`src/rtl/core/hte_pkg.sv`:
```
// Shared types and constants for the Huffman table encoder.
package hte_pkg;

    localparam int MAX_CODE_LEN = 32;
    localparam int SYMBOL_COUNT = 256;
    localparam int BYTE_W       = 8;
    localparam int CODE_W       = 32;
    localparam int LEN_W        = 6;
    localparam int SYM_IN_W     = 8;
    localparam int SYM_W        = (SYMBOL_COUNT > 1) ? $clog2(SYMBOL_COUNT) : 1;
    localparam int CODE_CAP     = (MAX_CODE_LEN < CODE_W) ? MAX_CODE_LEN : CODE_W;
    localparam int WORK_W       = BYTE_W + CODE_W;
    localparam int Q_DEPTH      = 4;
    localparam int Q_PTR_W      = $clog2(Q_DEPTH);
    localparam int Q_CNT_W      = Q_PTR_W + 1;

    typedef enum logic [1:0] {
        KIND_LOAD   = 2'd0,
        KIND_ENCODE = 2'd1,
        KIND_FLUSH  = 2'd2
    } t_kind;

    // One queued job for the packer; code is left-aligned (first bit at MSB).
    typedef struct packed {
        logic              is_flush;
        logic [LEN_W-1:0]  len;
        logic [CODE_W-1:0] code;
    } t_qword;

    // Queue status seen by the packer.
    typedef struct packed {
        logic   empty;
        t_qword head;
    } t_qstat;

endpackage

```
`src/rtl/core/hte_packer.sv`:
```
// Back end: appends code bits to the pending byte and emits full bytes.
module hte_packer
    import hte_pkg::*;
(
    input  logic              i_clk,
    input  logic              i_rst_n,
    input  t_qstat            i_stat,
    output logic              o_pop,
    output logic              o_strobe,
    output logic [BYTE_W-1:0] o_packed_byte,
    output logic              o_last_of_run,
    output logic [CODE_W-1:0] o_bytes_emitted
);

    // Pending bits sit left-aligned in r_work; bits below r_cnt are zero.
    logic [WORK_W-1:0] r_work;
    logic [LEN_W-1:0]  r_cnt;
    logic              r_strobe;
    logic [BYTE_W-1:0] r_byte;
    logic              r_last;
    logic [CODE_W-1:0] r_total;

    logic              draining;
    logic [WORK_W-1:0] ins;
    logic [CODE_W-1:0] total_inc;

    assign draining  = (r_cnt >= LEN_W'(BYTE_W));
    assign o_pop     = !draining && !i_stat.empty;
    assign ins       = {i_stat.head.code, {BYTE_W{1'b0}}} >> r_cnt[$clog2(BYTE_W)-1:0];
    assign total_inc = (r_total == '1) ? r_total : r_total + 1'b1;

    always_ff @(posedge i_clk) begin
        if (!i_rst_n) begin
            r_work   <= '0;
            r_cnt    <= '0;
            r_strobe <= 1'b0;
            r_last   <= 1'b0;
            r_total  <= '0;
        end else begin
            r_strobe <= 1'b0;
            if (draining) begin
                // emit one full byte a cycle
                r_strobe <= 1'b1;
                r_byte   <= r_work[WORK_W-1 -: BYTE_W];
                r_last   <= (r_cnt < LEN_W'(2 * BYTE_W));
                r_total  <= total_inc;
                r_work   <= r_work << BYTE_W;
                r_cnt    <= r_cnt - LEN_W'(BYTE_W);
            end else if (o_pop) begin
                if (i_stat.head.is_flush) begin
                    if (r_cnt != '0) begin
                        r_strobe <= 1'b1;
                        r_byte   <= r_work[WORK_W-1 -: BYTE_W];
                        r_last   <= 1'b1;
                        r_total  <= total_inc;
                    end
                    r_work <= '0;
                    r_cnt  <= '0;
                end else begin
                    r_work <= r_work | ins;
                    r_cnt  <= r_cnt + i_stat.head.len;
                end
            end
        end
    end

    assign o_strobe        = r_strobe;
    assign o_packed_byte   = r_byte;
    assign o_last_of_run   = r_last;
    assign o_bytes_emitted = r_total;

endmodule

```
`config.mk`:
```
export PLATFORM = sky130hd
export DESIGN_NAME = hte_packer
export DESIGN_NICKNAME = d
export VERILOG_FILES = /design/src/rtl/core/hte_pkg.sv /design/src/rtl/core/hte_packer.sv
export SDC_FILE = /design/constraint.sdc
export NUM_CORES = 1
export LEC_CHECK = 0
export ABC_AREA = 0
export BUFFER_PORTS_ARGS = -buffer_cell sky130_fd_sc_hd__buf_2
export CORE_MARGIN = 1.5
export CORE_UTILIZATION = 39
export CTS_BUF_LIST = sky130_fd_sc_hd__clkbuf_16
export DETAILED_ROUTE_END_ITERATION = 7
export SYNTH_ARGS = -nofsm -noshare
export SYNTH_HDL_FRONTEND = slang
export SYNTH_SLANG_ARGS = --single-unit
```
`constraint.sdc`:
```
create_clock -name i_clk -period 2.85 [get_ports i_clk]
set_clock_uncertainty 0.15 [all_clocks]
set_input_delay 0.285 -clock i_clk [delete_from_list [all_inputs] [get_ports i_clk]]
set_output_delay 0.285 -clock i_clk [all_outputs]
set_load 0.01 [all_outputs]
```
# After elaboration in Yosys (flattened, before gate mapping)
# Cells that the tools add are included.
[classes] n_addsub=3 magnitude_cmp=2 n_eq_ne=1 shifts=1 n_mux=23 n_bitwise=2 n_reduce_logical=10
[op_table] cell="$mux W32" n=5
[op_table] cell="$mux W40" n=3
[op_table] cell="$or A40 B40 Y40" n=1
[op_table] cell="$shr A40 B3 Y40" n=1
[op_table] cell="$add A32 B1 Y32 const B" n=1
[op_table] cell="$eq A32 B32 Y1 const B" n=1
[op_table] cell="$mux W8" n=4
[op_table] cell="$mux W6" n=3
[op_table] cell="$mux W1" n=8
[op_table] cell="$add A6 B6 Y6" n=1
[op_table] cell="$ge A6 B4 Y1 const B" n=1
[op_table] cell="$lt A6 B5 Y1 const B" n=1
[op_table] cell="$reduce_bool A2 Y1" n=3
[op_table] cell="$reduce_bool A6 Y1" n=1
[op_table] cell="$sub A6 B4 Y6 const B" n=1
[op_table] cell="$reduce_and A4 Y1" n=1
[op_table] cell="$reduce_and A3 Y1" n=1
[op_table] cell="$logic_not A1 Y1" n=2
[op_table] cell="$reduce_or A2 Y1" n=1
[op_table] cell="$logic_and A1 B1 Y1" n=1
[op_table] cell="$not A1 Y1" n=1
[word_totals] ff_bits=88 output_inout_bits=43 word_cells=49

# Depth between registers and ports, before layout
[depth] depth_word=6 ltp_mapped=8 mapped_depth_nobuf=7

# Worst setup path before layout
# No wires, ideal clock.
[synth_path] path_type="flip-flop to flip-flop" startpoint="reg r_cnt[4]" endpoint="reg r_total[22], in the netlist o_bytes_emitted[22]" setup_time_ns=0.070 arrival_time_ns=2.306 setup_slack_ns=0.324 stages_incl_launch_ff=8 cell_sequence="dfxtp_1 -> inv_1 -> ha_1 -> or4b_4 -> o211a_2 -> or4_4 -> or4_1 -> a21oi_1"
[synth_between] elab_chain_len=5
[synth_rtl] item="from (decl)" line_no="hte_packer.sv:17" text="logic [LEN_W-1:0] r_cnt;"
[synth_rtl] item="from (signal assigned)" line_no="hte_packer.sv:48" text="r_cnt <= r_cnt - LEN_W'(BYTE_W);"
[synth_rtl] item="from (signal assigned)" line_no="hte_packer.sv:61" text="r_cnt <= r_cnt + i_stat.head.len;"
[synth_rtl] item="$ge A6 B4 Y1" line_no="hte_packer.sv:27" text="assign draining = (r_cnt >= LEN_W'(BYTE_W));"
[synth_rtl] item="$logic_not A1 Y1" line_no="hte_packer.sv:28" text="assign o_pop = !draining && !i_stat.empty;"
[synth_rtl] item="$logic_and A1 B1 Y1" line_no="hte_packer.sv:28"
[synth_rtl] item="$reduce_bool A2 Y1 (no line)"
[synth_rtl] item="$reduce_and A3 Y1 (no line)"
[synth_rtl] item="to (signal assigned)" line_no="hte_packer.sv:46" text="r_total <= total_inc;"
[synth_rtl] item="to (signal assigned)" line_no="hte_packer.sv:55" text="r_total <= total_inc;"
[synth_rtl] item="to (decl)" line_no="hte_packer.sv:21" text="logic [CODE_W-1:0] r_total;"
# Several ways; a longest one is shown, not always the timed one.
# A chain may end at the register's enable or synchronous reset.

# Worst setup path in the final report
# Same ends and word-level chain as after synthesis.

==> results.yml <==
outcome:
  outcome: "finished, final reports clean"
clocking:
  clk-insertion-delay-late_ns: 0.34
  cts_buffer_depth: 2
  htree_levels: 3
  cts.root.buffer_cell: "clkbuf_16"
  tritoncts: "yes"
  path_clk_slew_ns: 0.06
  cts_resized: 0
  cts_inserted_buffers: 9
  clock_sinks: 88
route:
  drtAntennaViolNets: 0
  drt-pass1-iter-count: 5
  vias_per_cell: 5.90
  drt_drc_violations_left: 0
  wl_mm: 12.4
  vias: 4425
  drtIter0Drc: 415
  routedWlPerCell_um: 16.6
logic_synthesis:
  yosysWarnings: 0
  netlist_instances: 499
  syn_nets: 550
  synth_edf_count: 8
  synth_seq_cells: 88
  synth.distinct_cells: 52
  yosysSeqAreaShare_pct: 37.5
  synth_ff_type: "dfxtp_1"
  avgSynthCellArea_um2: 9.84
  ys_async_sr_fraction_pct: 0
  synth_area_um2: 4910
layout:
  layout_commonest_cell: "buf_2"
  fin_nets: 628
  fillers: 1148
  regArea_um2: 1840
  n_antenna_cell: 0
  drive_above_1_share_pct: 29.6
  syn2layout_area_growth_pct: 19.3
  final_cell_mix: "buf_2 (84), dfxtp_1 (78), nor2_1 (50)"
  multi_input_area_um2: 2930
  final_area_um2: 5860
global_routing:
  grt_pass1_vias: 3970
  overflow: 0
  antenna_found_initial: 0
  grt_pass1_wl_mm: 20.3
  grt.total_usage_pct: 19.3
  grt_max_degree: 44
die:
  core-area_um2: 12200
  initial_core_util_pct: 40.4
  die_h_um: 115
  fp-row-count: 40
  ios: 85
  die_w_um: 115
  die-area_um2: 13300
place:
  port-buffer-count: 84
  gp_congestion: 0.802
  hpwl_mm: 8.82
  placed_cell_area_um2: 5530
power_and_ir_drop:
  p_comb_share_pct: 34.8
  power.share.switching_pct: 34.6
  peakVddDrop_mv: 0.356
  power.share.clock_pct: 29.6
  p_leak_nw: 2.08
  p_total_w: 0.00424
  switchingPower_w: 0.00147
  internal_power_w: 0.00278
  power_frac_seq_pct: 35.6
  power_density_nw_per_um2: 724
setup_path:
  endpoint_kind: "register"
  critPathKind: "register to register"
  crit_fanout: 8
  arrival_ns: 2.82
  critPathLaunchType: "register"
  cp.required_ns: 2.98
timing:
  grt_setup_unrepaired: "no"
  slew_headroom_pct: 40.2
  finalCritPeriodShare_pct: 94.7
  worst_pin_slew_ns: 0.889
  setup_violations: 0
  min_period_ns: 2.70
  timing.final.hold_violations: 0
  maxSlewViolCount: 0
  fin_tns_setup_ns: 0
  clock.fmax_mhz: 371
  worst_hold_slack_ns: 0.135
flow_run:
  drv_cap: 0
min_path:
  holdCritPathClass: "primary input to register"
cell families (layout without fill, tap and decap cells):
group,count (synthesis),count (layout),share of synthesized area [%]
DFF,88,88,37.5
AOI/OAI and AO/OA,123,123,16.8
buffers and inverters,38,121,3.16
and+or+nand+nor,166,166,17.8
muxes,68,68,21.1
xor gates and xnor gates,7,7,1.25
adders and majority gates,9,9,2.45
critical path, cell delays in order (launching register included):
cell and delay [ns]:
dfxtp_1 0.35, inv_1 0.09, ha_1 0.16, or4b_4 0.50, o211a_2 0.20, or4_4 0.57, or4_1 0.48, a21oi_1 0.14
per-stage QoR:
step / utilization, % / cells / worst slack (ns)
after CTS: 48.1 / 748 / 0.0832
final: 48.2 / 750 / 0.152
after floorplan: - / 499 / 0.324
after global routing: 48.2 / 750 / 0.0122
after detailed placement: 45.5 / 732 / 0.0986
after global placement: 45.5 / 732 / 0.216
path summary, 6_finish.rpt:
kind	startpoint	endpoint	slack (ns)	cells past startpoint
min reg2reg	r_work[32]	o_packed_byte[0]	0.28	0
max reg2reg	r_cnt[4]	o_bytes_emitted[22]	0.15	7
min	i_stat[37]	r_cnt[5]	0.14	3
max	r_cnt[4]	o_bytes_emitted[22]	0.15	7
cell type report:
class	instances	share of cell area, %
clock inverter	7	1.49
tap	168	3.59
sequential	88	31.5
inverter	6	0.384
timing repair buffer	99	9.31
multi-input combinational	373	49.9
clock buffer	9	3.84
sequential cells by signal (all words and copies together), names as in the netlist:
| signal | cells |
|---|---|
| r_work | 40 |
| o_last_of_run | 1 |
| r_cnt | 6 |
| o_bytes_emitted | 32 |
| o_strobe | 1 |
| o_packed_byte | 8 |
cell usage after synthesis, drive strengths merged (2+ instances only):
cell type / count / area (um^2)
nand2b: 3 / 18.8
o211ai: 3 / 22.5
nor2b: 2 / 12.5
ha: 8 / 100
buf: 7 / 38.8
nand3: 9 / 45.0
a21o: 2 / 15.0
a31oi: 3 / 18.8
mux2i: 17 / 170
clkbuf: 25 / 93.8
nor3: 7 / 35.0
nor4b: 2 / 17.5
a21oi: 38 / 190
o21ai: 28 / 140
dfxtp: 80 / 1600
inv: 5 / 18.8
xnor2: 3 / 26.3
or3: 19 / 119
nor3b: 3 / 22.5
mux2: 25 / 282
o31ai: 7 / 52.6
nor4: 8 / 50.1
nor2: 50 / 188
o31a: 2 / 17.5
a211oi: 2 / 15.0
a22oi: 7 / 52.6
nand4: 15 / 93.8
o21a: 2 / 15.0
and3: 2 / 12.5
edfxtp: 8 / 240
or4: 10 / 78.8
nand2: 27 / 101
a222oi: 25 / 250
xor2: 4 / 35.0
mux4: 26 / 586
and4: 4 / 35.0
layer usage:
layer | GRT usage, % | vias up | share of wire, %
met4 | 6.91 | 0 | 1.5
met2 | 30.8 | 141 | 47
met3 | 2.58 | 14 | 5.0
met1 | 27.0 | 2144 | 47
li1 | - | 2126 | -
met5 | 0 | - | 0
power by group through the flow:
| stage | Combinational, W | Sequential, W | Clock, W |
|---|---|---|---|
| floorplan | 0.00101 | 0.00154 | 0 |
| global placement | 0.00141 | 0.00153 | 0 |
| detailed placement | 0.00143 | 0.00154 | 0 |
| CTS | 0.00144 | 0.00151 | 0.00128 |
| global route | 0.00163 | 0.00153 | 0.00133 |
| finish | 0.00148 | 0.00151 | 0.00126 |
timing repair:
item,in CTS,in global routing
hold buffers,0,0
setup buffers,0,2
endpoints found under the setup margin,0,13
Power figures use the tool's default switching activity.
