<file path="src/rtl/core/hte_pkg.sv">
// Shared types and constants for the Huffman table encoder.
package hte_pkg;

    localparam int MAX_CODE_LEN = 32;
    localparam int SYMBOL_COUNT = 256;
    localparam int BYTE_W       = 8;
    localparam int CODE_W       = 32;
    localparam int LEN_W        = 6;
    localparam int SYM_IN_W     = 8;
    localparam int SYM_W        = (SYMBOL_COUNT > 1) ? $clog2(SYMBOL_COUNT) : 1;
    localparam int CODE_CAP     = (MAX_CODE_LEN < CODE_W) ? MAX_CODE_LEN : CODE_W;
    localparam int WORK_W       = BYTE_W + CODE_W;
    localparam int Q_DEPTH      = 4;
    localparam int Q_PTR_W      = $clog2(Q_DEPTH);
    localparam int Q_CNT_W      = Q_PTR_W + 1;

    typedef enum logic [1:0] {
        KIND_LOAD   = 2'd0,
        KIND_ENCODE = 2'd1,
        KIND_FLUSH  = 2'd2
    } t_kind;

    // One queued job for the packer; code is left-aligned (first bit at MSB).
    typedef struct packed {
        logic              is_flush;
        logic [LEN_W-1:0]  len;
        logic [CODE_W-1:0] code;
    } t_qword;

    // Queue status seen by the packer.
    typedef struct packed {
        logic   empty;
        t_qword head;
    } t_qstat;

endpackage

</file>
<file path="src/rtl/core/hte_queue.sv">
// Short job queue between the front end and the bit packer.
module hte_queue
    import hte_pkg::*;
(
    input  logic               i_clk,
    input  logic               i_rst_n,
    input  logic               i_push,
    input  t_qword             i_push_word,
    input  logic               i_pop,
    output t_qstat             o_stat,
    output logic [Q_CNT_W-1:0] o_count
);

    t_qword             r_slot [Q_DEPTH];
    logic [Q_PTR_W-1:0] r_wr;
    logic [Q_PTR_W-1:0] r_rd;
    logic [Q_CNT_W-1:0] r_count;
    logic               do_pop;

    assign do_pop = i_pop && (r_count != '0);

    always_ff @(posedge i_clk) begin
        if (i_push) begin
            r_slot[r_wr] <= i_push_word;
        end
    end

    always_ff @(posedge i_clk) begin
        if (!i_rst_n) begin
            r_wr    <= '0;
            r_rd    <= '0;
            r_count <= '0;
        end else begin
            if (i_push) begin
                r_wr <= r_wr + 1'b1;
            end
            if (do_pop) begin
                r_rd <= r_rd + 1'b1;
            end
            r_count <= r_count + Q_CNT_W'(i_push) - Q_CNT_W'(do_pop);
        end
    end

    assign o_stat.empty = (r_count == '0);
    assign o_stat.head  = r_slot[r_rd];
    assign o_count      = r_count;

endmodule

</file>
<file path="config.mk">
export PLATFORM = sky130hd
export DESIGN_NAME = hte_queue
export DESIGN_NICKNAME = d
export VERILOG_FILES = /design/src/rtl/core/hte_pkg.sv /design/src/rtl/core/hte_queue.sv
export SDC_FILE = /design/constraint.sdc
export NUM_CORES = 1
export LEC_CHECK = 0
export BUFFER_PORTS_ARGS = -buffer_cell sky130_fd_sc_hd__buf_2
export CORE_ASPECT_RATIO = 0.75
export CORE_MARGIN = 3
export CORE_UTILIZATION = 51
export DETAILED_ROUTE_END_ITERATION = 8
export HOLD_SLACK_MARGIN = 0.08
export PLACE_DENSITY = 0.86
export SETUP_SLACK_MARGIN = 0.1
export SLEW_MARGIN = 15
export SYNTH_ARGS = -nofsm -noshare
export SYNTH_HDL_FRONTEND = slang
export SYNTH_SLANG_ARGS = --single-unit
export TNS_END_PERCENT = 1
</file>
<file path="constraint.sdc">
create_clock -name i_clk -period 1.75 [get_ports i_clk]
set_input_delay 0.0875 -clock i_clk [delete_from_list [all_inputs] [get_ports i_clk]]
set_output_delay 0.0875 -clock i_clk [all_outputs]
set_load 0.03 [all_outputs]
</file>
### Word-level counts from Yosys, hierarchy flattened

Memory sizes are Yosys's and may differ from the RTL's. A register that Yosys moved wholly into a read port is not among the register bits.
Index checks and enable logic that the tools add are counted.

* register bits after elaboration: 7
* bits in writable memories: 156
* output and inout bits: 43
* word-level logic and storage cells: 15
* memories kept: 1

Memory list
* r_slot: words 4, bits a word 39, read ports 1, clocked after Yosys merged registers in 1, write ports 1, line hte_queue.sv:14 `t_qword r_slot [Q_DEPTH];`

* add/subtract/negate cells: 4
* mux-type cells: 4
* reduce and logical (&&, ||, !) cells: 3

Operators with widths (count)
* 2-bit by 1-bit adder with 2-bit output (second input constant): 2
* 2-bit two-way mux: 2
* 3-bit by 1-bit adder with 3-bit output: 1
* 3-bit zero test: 1
* 3-bit nonzero test: 1
* 3-bit by 1-bit subtractor with 3-bit output: 1
* 1-bit two-way mux: 2
* 1-bit logical AND: 1

### Logic depth before layout (Yosys ltp)

Gate-level depths: netlist of run 1.

* depth in word-level cells: 4
* mapped depth: 8
* depth with buffers taken out: 8

### Worst setup path before layout of run 1

Ideal clock, no wire load.

* path type: register to register
* from: reg r_count[1] (netlist: o_count[1])
* to: reg r_count[2] (netlist: o_count[2])
* arrival: 1.899 ns
* data required time: 1.636 ns
* slack: -0.263 ns
* stages on the path, launching flop included: 9
* path buffers: 0
* period minus slack after synthesis: 2.013 ns
* cell sequence: dfxtp_1 o31a_1 ha_1 inv_1 ha_1 inv_1 fa_1 xnor3_1 nor2b_1

* longest elaborated chain between the ends: 3

RTL lines
* start: declaration: line hte_queue.sv:17 `logic [Q_CNT_W-1:0] r_count;`
* start signal: assignment: line hte_queue.sv:40 `r_count <= r_count + Q_CNT_W'(i_push) - Q_CNT_W'(do_pop);`
* 3-bit nonzero test: line hte_queue.sv:20 `assign do_pop = i_pop && (r_count != '0);`
* 1-bit logical AND: line hte_queue.sv:20
* named net do_pop: line hte_queue.sv:18 `logic do_pop;`
* 3-bit by 1-bit subtractor with 3-bit output: line hte_queue.sv:40

The timed path passes the listed nets, and every way through them passes these cells.
A chain may end at the register's enable or synchronous reset.

### Final worst setup path of run 1

Same ends and word-level chain as after synthesis.

==> out/results.ini, run 1 <==
[timing]
fmax_mhz=533.1
worstMarginPinSlew_ps=490.3
tns_ps=-1023
slew_violations=0
finalSetupViolCount=37
hold_viol=0
hold_ws_ps=175.6
timing.final.crit_share=1.072
setup_ws_ps=-125.9
max_slew_margin=0.6690
fin_skew_ps=9.116
period_minus_slack_ps=1876
rsz0062_at_grt=true

[synthesis]
syn_area_sq_um=6082
async_flop_share=0
synthCells=246
synthAdderAreaFrac=0.01563
syn_area_per_cell_sq_um=24.72
synthFlopType=edfxtp_1
synth_compound_area_frac=0.002880
synth-xor-area-share=0.005143
synth_top_family_by_area=multiplexers
synth_nets=296
synth_cell_types=20
synth-simple-area-share=0.01337
synth_mux_area_frac=0.1510
synth_seq_cells=165
yosysSeqAreaShare=0.7998
synth_edf_count=156
yosysWarnings=0

[floorplanning]
initial_core_util=0.5396
ios=86
dieWidth_um=132.1
rows=33
die_area_sq_um=13290
core_sq_um=11270
die_y_um=100.6

[placed_design]
hpwlAfterDp_mm=6.902
post-place-ws_ps=-155.3
port_buffers=85
place_congestion=0.7123
dp_cells=497

[cts]
ctsRootBufferMaster=clkbuf_16
cts.clk_slew.worst_paths_ps=60
cts.sinks=165
clock_path_buffers=2
cts_buffers=17
htreeDepth=4
postCtsSetupRepairBufs=0
cts_tree=built
clk_latency_ps=410

[min_path]
hold_class=in -> reg

[pwr]
leakage_uw=0.002837
power_density_nw_per_um2=1370
max-vdd-ir-drop_mv=0.8465
p_total_uw=11090

[cells_and_area]
antennaDiodeCount=0
mostFrequentLayoutCells=edfxtp_1 (156), buf_2 (46), dlygate4sd3_1 (43)
mostFrequentLayoutCell=edfxtp_1
drive_gt1_frac=0.4372
synthToLayoutAreaGrowth_pct=33.08
final_nets=452
nFillCells=642
finalNonFillerCells=571

[global_routing]
grtUsageTotal=0.1885
grt_pass1_vias=3390
grt_pass1_wl_mm=18.49
antenna_found_initial=0
overflow=0
grt_max_degree=23

[critical_path]
setup.worst_path.class=reg -> reg
crit_start=o_count[1]
arrival_ps=2210
critPathRequiredTime_ps=2090
cp-start-kind=flop
worst_setup_path_end_kind=flop
r2r-start=o_count[1]
endpoint=o_count[2]
worstReg2RegEnd=o_count[2]
crit_fanout=2
worst_r2r_path_depth=8
r2r_slack_ps=-130

[detailed_routing]
vias=2963
first_pass_iters=4
wl_mm=11.61
wl_per_cell_um=20.33
drc=0
drtIter0Drc=240
vias_per_cell=5.189
final_antenna_net_count=0

[outcome]
status=complete, but fails checks
violations=negative setup slack

[job]
cap_violations=0

-- kinds of logic (layout without fill, tap and decap cells) --
| group | after synthesis | after routing |
|---|---|---|
| compound gates | 2 | 2 |
| xor+xnor | 2 | 2 |
| fa+ha+maj | 7 | 7 |
| buf+inv | 13 | 181 |
| flops | 165 | 165 |
| mux | 43 | 43 |
| simple gates | 14 | 14 |
-- stage by stage --
stage / area [sq um] / util
final: 8094 / 0.7181
after global routing: 8094 / 0.7181
after CTS: 8090 / 0.7177
after detailed placement: 6855 / 0.6082
after global placement: 6855 / 0.6082
after floorplan: 6092 / -
-- final cells by class --
class	instances	area (sq um)	area share
flip-flops and latches	165	4876	0.6024
repair buffers	145	1290	0.1594
multi-input cells	68	1151	0.1422
clock buffers	18	429.2	0.05302
well taps	157	196.4	0.02427
clock inverters	13	132.6	0.01639
inverters	5	18.77	0.002319
-- cell usage after synthesis, types with 2 or more instances --
| cell | number | share of area |
|---|---|---|
| edfxtp_1 | 156 | 0.77 |
| mux4_2 | 39 | 0.14 |
| dfxtp_1 | 9 | 0.030 |
| and2_1 | 6 | 0.0062 |
| ha_1 | 6 | 0.012 |
| inv_1 | 5 | 0.0031 |
| mux2i_1 | 4 | 0.0066 |
| nor2b_1 | 3 | 0.0031 |
| buf_2 | 2 | 0.0016 |
| buf_4 | 2 | 0.0025 |
| buf_6 | 2 | 0.0037 |
| clkbuf_1 | 2 | 0.0012 |
| nand2_1 | 2 | 0.0012 |
| nand2b_1 | 2 | 0.0021 |
-- routing by layer --
layer	vias up	global-route usage	wire length, um
met2	88	0.3270	6096
met5	-	0	0
met4	0	0.05973	111
li1	1345	-	-
met3	10	0.06537	584
met1	1520	0.2260	4815
-- what timing repair did --
item | in CTS | in global routing
pin swaps | 2 | 0
setup endpoints to repair | 41 | 41
hold buffers | 43 | 0
hold endpoints to repair | 165 | 0
gates resized for setup | 78 | 2
-- state kept, by name, indices dropped and copies added, names as in the netlist, named ones only --
name	count
r_rd	2
r_slot	156
o_count	3
r_wr	2
-- report_power, final --
| group | switching [uW] | internal (uW) |
|---|---|---|
| Clock | 1430 | 2080 |
| Sequential | 82.0 | 4570 |
| Combinational | 1520 | 1400 |
-- how the worst min path moves through the flow --
stage                         start       endpoint  slack, ps  cells after the start
CTS                           i_pop        r_rd[0]        150                      4
floorplan            i_push_word[0]   r_slot[0][0]        190                      0
global route                  i_pop           flop        200                      4
finish                        i_pop        r_rd[0]        180                      4
global placement    i_push_word[15]  r_slot[2][15]        300                      1
detailed placement  i_push_word[30]  r_slot[1][30]        310                      1
-- worst max-delay path: stages, from the launching register on --
cell and delay (ps):
dfxtp_2 320, o31a_1 320, ha_1 280, inv_1 60, ha_1 150, inv_2 40
fa_2 320, xnor3_1 180, nor2b_1 130
Note: power is estimated with default switching activity, not from simulation.
==> run 2: changes to the inputs <==
==> constraint.sdc (replaced) <==
create_clock -name i_clk -period 1.75 [get_ports i_clk]
set_input_delay 0.0875 -clock i_clk [delete_from_list [all_inputs] [get_ports i_clk]]
set_output_delay 0.0875 -clock i_clk [all_outputs]
set_load 0.1 [all_outputs]
==> run 2 against run 1 <==
The run still ends with negative setup slack left. Clock skew decreased by 1.1 ps. Clock power rose by 13%. Die area is the same. Combinational power up 65%. Global-route usage grew 0.50 points. Routed wire length increased by 3.2%. Power rose by 22%. Sequential share of layout area fell by 0.96 points.
==> out/results.ini, run 2 (synthesis results as in run 1) <==
[cells_and_area]
mostFrequentLayoutCell=edfxtp_1
drive_gt1_frac=0.4345
largest_register=r_slot
largest_register_ffs=156
final_nets=449
mostFrequentLayoutCells=edfxtp_1 (156), buf_2 (46), dlygate4sd3_1 (41)
antennaDiodeCount=0
synthToLayoutAreaGrowth_pct=35.36
post-route-util=0.7304
finalNonFillerCells=569

[critical_path]
arrival_ps=1800
cpPeakStageDelay_ps=560
r2r_slack_ps=-70
worst_setup_path_end_kind=primary output
crit_family=multiplexers
worstReg2RegEnd=o_count[2]
crit_chain=buf_12 > mux4_2 > buf_6
cp-start-kind=flop
critPathRequiredTime_ps=1660
worst_r2r_path_depth=8
setup.worst_path.class=reg -> out
crit_fanout=17
critPathSlowestCell=mux4_2
critPathBufInv=2
r2r-start=o_count[1]

[detailed_routing]
vias_per_cell=5.316
drtIter0Drc=225
first_pass_iters=4
drc=0
wl_per_cell_um=21.06
wl_mm=11.98
vias=3025
final_antenna_net_count=0

[floorplanning]
die_y_um=100.6
dieWidth_um=132.1
core_sq_um=11270
ios=86
rows=33
die_area_sq_um=13290
initial_core_util=0.5396

[outcome]
violations=negative setup slack
status=complete, but fails checks

[cts]
htreeDepth=4
ctsRootBufferMaster=clkbuf_16
cts_tree=built
cts.clk_slew.worst_paths_ps=60
cts.sinks=165
postCtsSetupRepairBufs=0
clk_latency_ps=420
cts_buffers=17
clock_path_buffers=2

[pwr]
power_density_nw_per_um2=1637
leakage_uw=0.002888
max-vdd-ir-drop_mv=1.171

[min_path]
hold_class=in -> reg
min_from=i_push
hold_end=r_wr[1]
worstHoldPathCells=3

[timing]
slew_violations=0
max_slew_margin=0.6709
finalSetupViolCount=41
period_minus_slack_ps=1888
setup_ws_ps=-137.7
fin_skew_ps=8.028
rsz0062_at_grt=true
hold_ws_ps=87.61
timing.final.crit_share=1.079
worstMarginPinSlew_ps=497.1
fmax_mhz=529.7
hold_viol=0

[global_routing]
grt_max_degree=40
grt_pass1_wl_mm=18.85
overflow=0
grtUsageTotal=0.1935
antenna_found_initial=0
grt_pass1_vias=3398

[placed_design]
port_buffers=85
dp_cells=495
hpwlAfterDp_mm=6.578
place_congestion=0.6995
post-place-ws_ps=-96.34

[job]
cap_violations=0

[run 2: cell type report]
| type | instances | area (sq um) |
|---|---|---|
| Timing Repair Buffer | 142 | 1343 |
| Multi-Input combinational cell | 68 | 1156 |
| Clock inverter | 14 | 209.0 |
| Fill cell | 633 | 3039 |
| Sequential cell | 165 | 4881 |
| Inverter | 5 | 18.77 |
| Clock buffer | 18 | 429.2 |
| Tap cell | 157 | 196.4 |
[run 2: metal layers]
metal,routed length [um],GRT usage,share of wire
met1,4605,0.2288,0.38
met2,6429,0.3416,0.54
met3,690,0.04990,0.058
met4,256,0.08394,0.021
met5,0,0,0
[run 2: per-stage QoR]
stage          TNS (ps)  cell area (sq um)  total power [uW]
6_report          -3427               8233             13480
5_1_grt           -5888               8233             13890
4_1_cts           -4951               8214             13520
3_5_place_dp     -181.9               6888              8985
3_3_place_gp     -84.65               6888              8910
2_1_floorplan    -20380               6101              8262
[run 2: worst reg2reg max path: cells and delay by family, from the launching register on]
kind | cells | cell delay [ps]
AND/OR/NAND/NOR | 1 | 100
buffers and inverters | 2 | 110
AO/OA/AOI/OAI | 1 | 310
XOR/XNOR | 1 | 180
adder cells (fa/ha/maj) | 3 | 740
flip-flops | 1 | 340
[run 2: timing repair]
item	CTS	global route
hold endpoints to repair	165	0
hold buffers	41	0
pin swaps	2	0
cloned	1	0
setup endpoints to repair	41	41
resized for setup	81	5
[run 2: where the power goes]
group,internal [uW],switching [uW]
logic,1500,3320
clock network,2520,1460
registers,4580,94.7
[run 2: worst max path at each step]
stage          depth (start not counted)  slack, ps         end        from
6_report                               3       -140  o_stat[28]        flop
3_5_place_dp                           8       -100  o_count[2]  o_count[2]
4_1_cts                                3       -170   o_stat[6]        flop
3_3_place_gp                           8        -40  o_count[2]  o_count[2]
5_1_grt                                3       -190  o_stat[28]        flop
2_1_floorplan                          8       -230  o_count[2]  o_count[2]
==> run 3: changes to the inputs <==
==> constraint.sdc (replaced) <==
create_clock -name i_clk -period 1.65 [get_ports i_clk]
set_input_delay 0.0825 -clock i_clk [delete_from_list [all_inputs] [get_ports i_clk]]
set_output_delay 0.0825 -clock i_clk [all_outputs]
set_load 0.1 [all_outputs]
==> run 3 against run 2 <==
The run still ends with negative setup slack left. Utilization is 0.41 points lower. First-iteration DRC count is 19% lower. Via count hardly changed. Non-clock buffer count is 3 higher. Critical path depth is 5 higher. Clock skew is 2.2 ps lower. Die area stayed put. Global-route usage is 0.23 points higher. Routed wire length is 0.14% higher. Combinational power is 7.1% higher. Count of clock-buffer cells in the layout is 1 lower. Clock power is 8.8% lower. Largest cell class unchanged.
==> out/results.ini, run 3 (synthesis results as in run 1) <==
[job]
cap_violations=0

[global_routing]
grt_pass1_wl_mm=19.17
antenna_found_initial=0
grt_max_degree=40
overflow=0
grtUsageTotal=0.1959
grt_pass1_vias=3395

[pwr]
max-vdd-ir-drop_mv=1.293
clock_power_share=0.264
p_sw_uw=5184
leakage_uw=0.002857
combPwrFrac=0.375
p_seq_frac=0.361
intPower_uw=8568
switching_share=0.3770
power_density_nw_per_um2=1680

[cells_and_area]
finalNonFillerCells=572
nFillCells=641
largest_register=r_slot
largest_register_ffs=156
post-route-util=0.7263
synthToLayoutAreaGrowth_pct=34.60
mostFrequentLayoutCells=edfxtp_1 (156), buf_2 (45), dlygate4sd3_1 (44)
multi_input_area_sq_um=1156
final_nets=452
seq_area_sq_um=4881
antennaDiodeCount=0
drive_gt1_frac=0.4313
mostFrequentLayoutCell=edfxtp_1

[detailed_routing]
wl_per_cell_um=20.98
vias_per_cell=5.285
wl_mm=12.00
first_pass_iters=4
drtIter0Drc=182
final_antenna_net_count=0
drc=0
vias=3023

[timing]
period_minus_slack_ps=1898
worstMarginPinSlew_ps=507.5
finalSetupViolCount=41
fmax_mhz=526.8
slew_violations=0
timing.final.crit_share=1.150
hold_ws_ps=152.7
setup_ws_ps=-248.1
max_slew_margin=0.6574
fin_skew_ps=5.779
tns_ps=-7309
hold_viol=0
rsz0062_at_grt=true

[min_path]
hold_class=in -> reg
min_from=i_pop
worstHoldPathCells=4

[critical_path]
cpPeakStageDelay_ps=340
arrival_ps=2240
worst_setup_path_end_kind=flop
crit_start=o_count[1]
r2r_slack_ps=-250
critPathRequiredTime_ps=1990
setup.worst_path.class=reg -> reg
cp-start-kind=flop
crit_fanout=2
crit_chain=o31a_1 > ha_1 > inv_1 > ha_1 > inv_1 > fa_2 > xnor3_1 > nor2b_1
critPathSlowestCell=dfxtp_4
r2r-start=o_count[1]
worst_r2r_path_depth=8

[floorplanning]
die_y_um=100.6
die_area_sq_um=13290
ios=86
dieWidth_um=132.1
initial_core_util=0.5396
core_sq_um=11270
rows=33

[cts]
clock_path_buffers=2
cts.clk_slew.worst_paths_ps=60
clk_latency_ps=410
cts_tree=built
cts_buffers=17
htreeDepth=4
ctsRootBufferMaster=clkbuf_16
cts.sinks=165

[placed_design]
dp_cells=495
port_buffers=85
hpwlAfterDp_mm=6.499
post-place-ws_ps=-272.5
place_congestion=0.6948

[outcome]
violations=negative setup slack
status=complete, but fails checks

-- run 3: layout make-up --
cell class,instances,share of cell area
clock buffers,17,0.05196
flip-flops and latches,165,0.5962
multi-input cells,68,0.1412
inverters,5,0.002293
well taps,157,0.02400
repair buffers,145,0.1686
clock inverters,15,0.01574
-- run 3: repair_timing --
action | in CTS | in global routing
gates resized for setup | 82 | 9
buffers inserted | 0 | 0
hold buffers | 44 | 0
cloned | 1 | 0
pin swaps | 2 | 0
hold endpoints to repair | 165 | 0
setup endpoints to repair | 42 | 41
-- run 3: power groups by stage --
stage | sequential (uW) | clock (uW) | combinational (uW)
floorplan | 5240 | 0 | 3530
global placement | 5000 | 0 | 4440
detailed placement | 5030 | 0 | 4490
CTS | 4960 | 3710 | 5110
global route | 4980 | 3890 | 5350
finish | 4960 | 3630 | 5160
-- run 3: final timing paths --
path | endpoint
worst min-delay path | flop
worst max register to register | o_count[2]
worst max-delay path | o_count[2]
worst min register to register | flop
-- run 3: per-stage QoR --
stage	cell area, sq um	power [uW]
after floorplan	6101	8763
after global placement	6875	9449
after detailed placement	6875	9518
after CTS	8150	13780
after global routing	8187	14220
final	8187	13750
-- run 3: worst max-delay path: cells and delay by family (launching register included) --
family | cells | cell delay [ps]
AO/OA/AOI/OAI | 1 | 320
XOR/XNOR | 1 | 190
adder cells (fa/ha/maj) | 3 | 760
buffers and inverters | 2 | 110
flip-flops | 1 | 340
AND/OR/NAND/NOR | 1 | 120
-- run 3: layer usage --
layer  GRT usage  vias up  part of all wire
met5           0        -                 0
met3     0.05389        8             0.056
met1      0.2364     1558              0.40
met2      0.3467      105              0.54
met4     0.06618        0            0.0058
li1            -     1352                 -
